File: src/hdl/assert_macros.svh
// ----------------------------------------------------------------------------
// assert_macros.svh
// shared assertion macros, clocked on clk and disabled while rst_n is low
// ----------------------------------------------------------------------------
`ifndef ASSERT_MACROS_SVH
`define ASSERT_MACROS_SVH

// same-cycle implication
`define FKLR_ASSERT_IMP(lbl, ante, cons) \
    lbl: assert property (@(posedge clk) disable iff (!rst_n) (ante) |-> (cons)) \
        else $error("fklr assertion failed");

// next-cycle implication
`define FKLR_ASSERT_NEXT(lbl, ante, cons) \
    lbl: assert property (@(posedge clk) disable iff (!rst_n) (ante) |=> (cons)) \
        else $error("fklr assertion failed");

`endif

File: src/hdl/fklr_pkg.sv
// ----------------------------------------------------------------------------
// fklr_pkg
// types and constants shared by the key latch controller, datapath and top
// ----------------------------------------------------------------------------
package fklr_pkg;

    localparam int KEY_SLOTS = 1024;
    localparam int KEY_W     = 10;
    localparam int STAMP_W   = 8;
    localparam int REL_W     = KEY_W + 1;

    localparam logic [KEY_W-1:0]   CODE_MASK   = 10'h37F;
    localparam logic [KEY_W-1:0]   F10_CODE    = 10'h059;
    localparam logic [KEY_W-1:0]   SLOT_LAST   = 10'h3FF;
    localparam logic [STAMP_W-1:0] FRAME_FIRST = 8'd1;
    localparam logic [STAMP_W-1:0] FRAME_LAST  = 8'd254;

    typedef enum logic [1:0] {
        FUNC_TICK  = 2'd0,
        FUNC_EVENT = 2'd1,
        FUNC_READ  = 2'd2,
        FUNC_NONE  = 2'd3
    } func_t;

    typedef enum logic [2:0] {
        ST_CLEAR,
        ST_IDLE,
        ST_EXEC,
        ST_CHECK,
        ST_TICK_SCAN,
        ST_VOID_SCAN,
        ST_RESULT
    } state_t;

    typedef struct packed {
        logic accept;
        logic clear_step;
        logic frame_adv;
        logic scan_init;
        logic scan_tick;
        logic scan_void;
        logic count_clear;
        logic release_do;
        logic stamp_rd;
        logic press_do;
        logic result_load;
    } cmd_t;

    typedef struct packed {
        func_t func;
        logic  key_up;
        logic  auto_rep;
        logic  stamp_hit;
        logic  scan_done;
        logic  clear_done;
        logic  out_free;
    } stat_t;

endpackage

File: src/hdl/fklr_ctrl.sv
// ----------------------------------------------------------------------------
// fklr_ctrl
// sequencer for the key latch: clearing pass, item decode, list walks, result
// ----------------------------------------------------------------------------
`include "assert_macros.svh"

module fklr_ctrl
(
    input  logic            clk,
    input  logic            rst_n,
    input  logic            in_valid,
    output logic            in_stall,
    input  fklr_pkg::stat_t stat,
    output fklr_pkg::cmd_t  cmd
);

    fklr_pkg::state_t state_reg;
    fklr_pkg::state_t state_next;

    always_ff @(posedge clk or negedge rst_n)
    begin
        if (!rst_n)
        begin
            state_reg <= fklr_pkg::ST_CLEAR;
        end
        else
        begin
            state_reg <= state_next;
        end
    end

    always_comb
    begin
        state_next = state_reg;
        cmd        = '0;
        case (state_reg)
            fklr_pkg::ST_CLEAR:
            begin
                cmd.clear_step = 1'b1;
                if (stat.clear_done)
                begin
                    state_next = fklr_pkg::ST_IDLE;
                end
            end
            fklr_pkg::ST_IDLE:
            begin
                if (in_valid)
                begin
                    cmd.accept = 1'b1;
                    state_next = fklr_pkg::ST_EXEC;
                end
            end
            fklr_pkg::ST_EXEC:
            begin
                case (stat.func)
                    fklr_pkg::FUNC_TICK:
                    begin
                        cmd.frame_adv = 1'b1;
                        cmd.scan_init = 1'b1;
                        state_next    = fklr_pkg::ST_TICK_SCAN;
                    end
                    fklr_pkg::FUNC_EVENT:
                    begin
                        if (stat.auto_rep)
                        begin
                            state_next = fklr_pkg::ST_RESULT;
                        end
                        else if (stat.key_up)
                        begin
                            cmd.release_do = 1'b1;
                            state_next     = fklr_pkg::ST_RESULT;
                        end
                        else
                        begin
                            cmd.stamp_rd = 1'b1;
                            state_next   = fklr_pkg::ST_CHECK;
                        end
                    end
                    fklr_pkg::FUNC_READ:
                    begin
                        cmd.stamp_rd = 1'b1;
                        state_next   = fklr_pkg::ST_RESULT;
                    end
                    default:
                    begin
                        state_next = fklr_pkg::ST_RESULT;
                    end
                endcase
            end
            fklr_pkg::ST_CHECK:
            begin
                cmd.press_do = 1'b1;
                // same-frame repeat press voids queued releases of the key
                if (stat.stamp_hit)
                begin
                    cmd.scan_init = 1'b1;
                    state_next    = fklr_pkg::ST_VOID_SCAN;
                end
                else
                begin
                    state_next = fklr_pkg::ST_RESULT;
                end
            end
            fklr_pkg::ST_TICK_SCAN:
            begin
                cmd.scan_tick = 1'b1;
                if (stat.scan_done)
                begin
                    cmd.count_clear = 1'b1;
                    state_next      = fklr_pkg::ST_RESULT;
                end
            end
            fklr_pkg::ST_VOID_SCAN:
            begin
                cmd.scan_void = 1'b1;
                if (stat.scan_done)
                begin
                    state_next = fklr_pkg::ST_RESULT;
                end
            end
            fklr_pkg::ST_RESULT:
            begin
                if (stat.out_free)
                begin
                    cmd.result_load = 1'b1;
                    state_next      = fklr_pkg::ST_IDLE;
                end
            end
            default:
            begin
                state_next = fklr_pkg::ST_IDLE;
            end
        endcase
    end

    assign in_stall = (state_reg != fklr_pkg::ST_IDLE);

    `FKLR_ASSERT_NEXT(a_accept_to_exec, in_valid && !in_stall, state_reg == fklr_pkg::ST_EXEC)
    `FKLR_ASSERT_IMP(a_load_in_result, cmd.result_load, state_reg == fklr_pkg::ST_RESULT)

endmodule

File: config.mk
export PLATFORM = sky130hd
export DESIGN_NAME = fklr_ctrl
export DESIGN_NICKNAME = d
export VERILOG_FILES = /design/src/hdl/fklr_pkg.sv /design/src/hdl/fklr_ctrl.sv
export VERILOG_INCLUDE_DIRS = /design/src /design/src/hdl
export SDC_FILE = /design/constraint.sdc
export NUM_CORES = 1
export LEC_CHECK = 0
export BUFFER_PORTS_ARGS = -buffer_cell sky130_fd_sc_hd__buf_4
export CAP_MARGIN = 5
export CELL_PAD_IN_SITES_DETAIL_PLACEMENT = 0
export CELL_PAD_IN_SITES_GLOBAL_PLACEMENT = 1
export CORE_MARGIN = 2
export CORE_UTILIZATION = 26
export DETAILED_ROUTE_END_ITERATION = 6
export GPL_ROUTABILITY_DRIVEN = 0
export PLACE_DENSITY_LB_ADDON = 0.1
export SYNTH_ARGS = -nofsm -noshare
export SYNTH_HDL_FRONTEND = slang
export SYNTH_SLANG_ARGS = --single-unit
File: constraint.sdc
create_clock -name clk -period 1.4 [get_ports clk]
set_input_delay 0.28 -clock clk [delete_from_list [all_inputs] [get_ports clk]]
set_output_delay 0.28 -clock clk [all_outputs]
set_load 0.02 [all_outputs]
Yosys cells after proc, flatten, opt, wreduce, memory -nomap -nowiden
Index checks and enable logic that the tools add are counted.

Memories: 0. Latch bits: 0. Word-level logic and storage cells: 47. Memory bits (read-only): 0. Bits in writable memories: 0. Bits of input ports: 11. Output and inout port bits: 12. Register bits after elaboration: 3.

Order comparisons: 0. $mul: 0. Shifts and indexed selects: 0. Div/mod/pow operators: 0. Add/sub/neg operators: 0. Mux-type cells: 29. Bitwise logic cells: 0. Reductions and logical operators: 4. Equal/unequal tests: 13.

Operators with widths (count): $mux 3 (6); $pmux 3 s6 (1); $mux 1 (15); $eq 3x3->1 const B (3); $mux 2 (4); $eq 3x2->1 const B (2); $ne 2x2->1 const B (3); $pmux 3 s2 (1); $pmux 1 s2 (2); $reduce_and 4->1 (1); $eq 3x1->1 const B (1); $logic_not 3->1 (1); $ne 3x1->1 const B (1); $eq 2x1->1 const B (1); $eq 2x2->1 const B (1); $logic_not 2->1 (1); $ne 2x1->1 const B (1); $reduce_or 2->1 (1).

Logic depth before layout (Yosys ltp)
Depth in word-level cells: 4. Depth in mapped cells: 5. Mapped depth without buffers: 5.

Worst setup path before layout
Ideal clock, no wire load.

Path type: reg2out. Start point: reg state_reg[1]. End point: out cmd[4] (netlist bit). Data required time: 1.120 ns. Stages on the path, launching flop included: 4. Path slack: -0.350 ns. Data arrival time: 1.470 ns. Path buffers: 1. Cells stage by stage: dfrtp_1 -> buf_2 -> nor3b_1 -> and2_1.

RTL lines: start, declared (line fklr_ctrl.sv:17) `fklr_pkg::state_t state_reg;`; start signal, assigned (line fklr_ctrl.sv:24) `state_reg <= fklr_pkg::ST_CLEAR;`; start signal, assigned (line fklr_ctrl.sv:28) `state_reg <= state_next;`; end, declared (line fklr_ctrl.sv:14) `output fklr_pkg::cmd_t cmd`.

==> flow_summary.yaml <==
worst_setup_path:
  crit_chain: "or3_4, nor2_4, buf_6"
  cpPeakStageDelay_ns: 0.46
  cp-end-kind: "output pin"
  reg2reg_depth: 4
  cp-start-kind: "flip-flop"
  cp_slowest_cell: "dfrtp_2"
  rrSetupSlack_ns: -0.10
  r2r-start: "state_reg[2]$_DFFE_PN0P_"
  worstPathMaxFanout: 8
  critPathArrivalTime_ns: 1.32
  crit_type: "reg2out"
  rr_endpoint: "state_reg[0]$_DFFE_PN0P_"
  required_ns: 1.12
power_and_ir_drop:
  ir_drop_mv: 1.34
  p_leak_uw: 0.000416
  power_density_mw_per_mm2: 1950
  power_uw: 1630
sta:
  timing.hold.ws_ns: 0.366
  skew_ns: 0.00719
  hold_viol: 0
  layout_min_cycle_time_ns: 1.60
  worst_slack_ns: -0.196
  fmax_mhz: 627
  rsz0062_at_grt: "yes"
  setup_viol: 12
  worstMarginPinSlew_ns: 0.275
  slew_headroom_pct: 81.1
  period_share_pct: 114
  slew_violations: 0
  setup_tns_ns: -1.65
detailed_routing:
  vias: 517
  drc: 0
  totalWireLength_mm: 1.27
  first_iter_violations: 5
  dr.pass1.iters: 4
  detail-route-antenna-nets: 0
  via_per_inst: 4.74
  wl_per_cell_um: 11.7
logic_synthesis:
  avgSynthCellArea_um2: 8.04
  synth_area_um2: 418
  synth_cells: 52
  syn_nets: 66
  synth_seq_area_share_pct: 18.0
  synth_seq_cells: 3
  synth_cell_types: 30
  yosysWarningCount: 0
layout:
  multi_input_area_um2: 368
  drive_gt1_share_pct: 66.7
  final_cells: 109
  design_area_um2: 837
  final_nets: 108
  seq_area_um2: 78.8
  diodes: 0
  fillCellCount: 157
  areaGrowthSynthToFinish_pct: 100
  largest_reg_flops: 3
run:
  cap_violations: 0
global_route:
  grt_overflow: 0
  antenna_found_initial: 0
  grt_pass1_wl_mm: 1.97
  grt_pass1_vias: 485
  grt_use_total_pct: 13.7
  grt_max_degree: 9
run_status:
  violations: "negative setup slack"
  status: "complete, but fails checks"
placement:
  place_hpwl_um: 925
  portBuffers: 22
  placed_cells: 100
  placed_area_um2: 713
die:
  ioPinCount: 23
  rows: 14
  start_util_pct: 27.7
  dieArea_mm2: 0.00194
  die_height_um: 44.1
  die_x_um: 44.1
  core-area_mm2: 0.00151
cts:
  numClockSinks: 3
  cts-root-buf: "clkbuf_4"
  clk_path_buf_depth: 2
  clkLatencyLatePin_ns: 0.24
  cts_buffers: 3
  cts.htree.levels: 1
  cts_tree: "done"
  clk_pin_slew_ns: 0.04
hold_path:
  min_path_type: "in2async"
==> layout by cell type (no fill, tap or decap), types with 2 or more instances in the layout <==
| master | synthesis | final |
|---|---|---|
| buf_6 | 1 | 5 |
| inv_1 | 6 | 6 |
| nor2_1 | 5 | 3 |
| and2_2 | 1 | 2 |
| buf_4 | 1 | 34 |
| a21o_1 | 2 | 2 |
| dfrtp_2 | 0 | 3 |
| ha_1 | 3 | 3 |
| nor2_4 | 0 | 2 |
| clkbuf_4 | 0 | 3 |
| o21ai_0 | 3 | 2 |
| nand2_1 | 3 | 2 |
| nor3b_4 | 0 | 2 |
==> critical path: cells and delay by family, from the launching register on <==
kind | cells | cell delay, ns
buffers and inverters | 1 | 0.11
and+or+nand+nor | 2 | 0.51
DFF | 1 | 0.46
==> layer usage <==
metal / routed length (um) / track usage [%]
met3: 106 / 5.71
met5: 0 / 0
met1: 552 / 14.7
met4: 10 / 5.45
met2: 603 / 23.5
==> synth_stat cells <==
master | count | area [um2]
inv_1 | 6 | 22.5
or2_0 | 1 | 6.26
or3_1 | 1 | 6.26
or2_1 | 1 | 6.26
o21ai_0 | 3 | 15.0
buf_4 | 1 | 7.51
nor3b_2 | 1 | 12.5
a21o_1 | 2 | 15.0
mux2i_1 | 1 | 10.0
and4b_1 | 1 | 10.0
nand2_1 | 3 | 11.3
and4bb_2 | 1 | 12.5
a211oi_2 | 1 | 12.5
and4_1 | 1 | 8.76
o31ai_1 | 1 | 7.51
nand2b_1 | 1 | 6.26
nand3b_1 | 1 | 7.51
mux2_4 | 1 | 15.0
nor3b_1 | 3 | 22.5
buf_2 | 1 | 5.00
buf_6 | 1 | 11.3
or3b_1 | 1 | 8.76
dfrtp_1 | 3 | 75.1
o221ai_1 | 1 | 8.76
nor2_1 | 5 | 18.8
a22oi_1 | 1 | 7.51
a21oi_1 | 2 | 10.0
and2_2 | 1 | 7.51
and2_1 | 2 | 12.5
ha_1 | 3 | 37.5
==> cell type report <==
cell class,count,share of cell area (%)
Inverter,6,2.69
Multi-Input combinational cell,40,43.9
Tap cell,16,2.39
Timing Repair Buffer,40,38.4
Sequential cell,3,9.42
Clock buffer,4,3.14
==> cell families after synthesis <==
family	after synthesis	share of synthesized area, %
and+or+nand+nor	24	37.7
DFF	3	18.0
AOI/OAI and AO/OA	11	18.3
muxes	2	5.99
adders and majority gates	3	8.98
buffers and inverters	9	11.1
==> power breakdown <==
group,switching [uW],internal (uW)
sequential,100,143
combinational,534,703
clock,46.9,107
total,681,953
==> through the flow <==
step,utilization [%],worst slack [ns]
2_1_floorplan,-,-0.0341
3_3_place_gp,47.3,-0.183
3_5_place_dp,47.3,-0.213
4_1_cts,54.3,-0.212
5_1_grt,55.6,-0.249
6_report,55.6,-0.196
==> worst max-delay path by stage <==
stage	start	end	slack [ns]
4_1_cts	state_reg[0]$_DFFE_PN0P_	cmd[4]	-0.21
6_report	state_reg[2]$_DFFE_PN0P_	cmd[10]	-0.20
3_3_place_gp	stat[7]	cmd[2]	-0.18
2_1_floorplan	state_reg[1]$_DFFE_PN0P_	cmd[1]	-0.03
5_1_grt	state_reg[0]$_DFFE_PN0P_	cmd[4]	-0.25
3_5_place_dp	stat[7]	state_reg[2]$_DFFE_PN0P_	-0.21
==> timing repair <==
item / in CTS / in global routing
resized for setup: 12 / 6
buffers inserted: 4 / 0
hold endpoints to repair: 3 / 0
pin swaps: 6 / 1
setup endpoints to repair: 13 / 14
hold buffers: 1 / 0
cloned: 0 / 0
(Power assumes the default switching activity.)
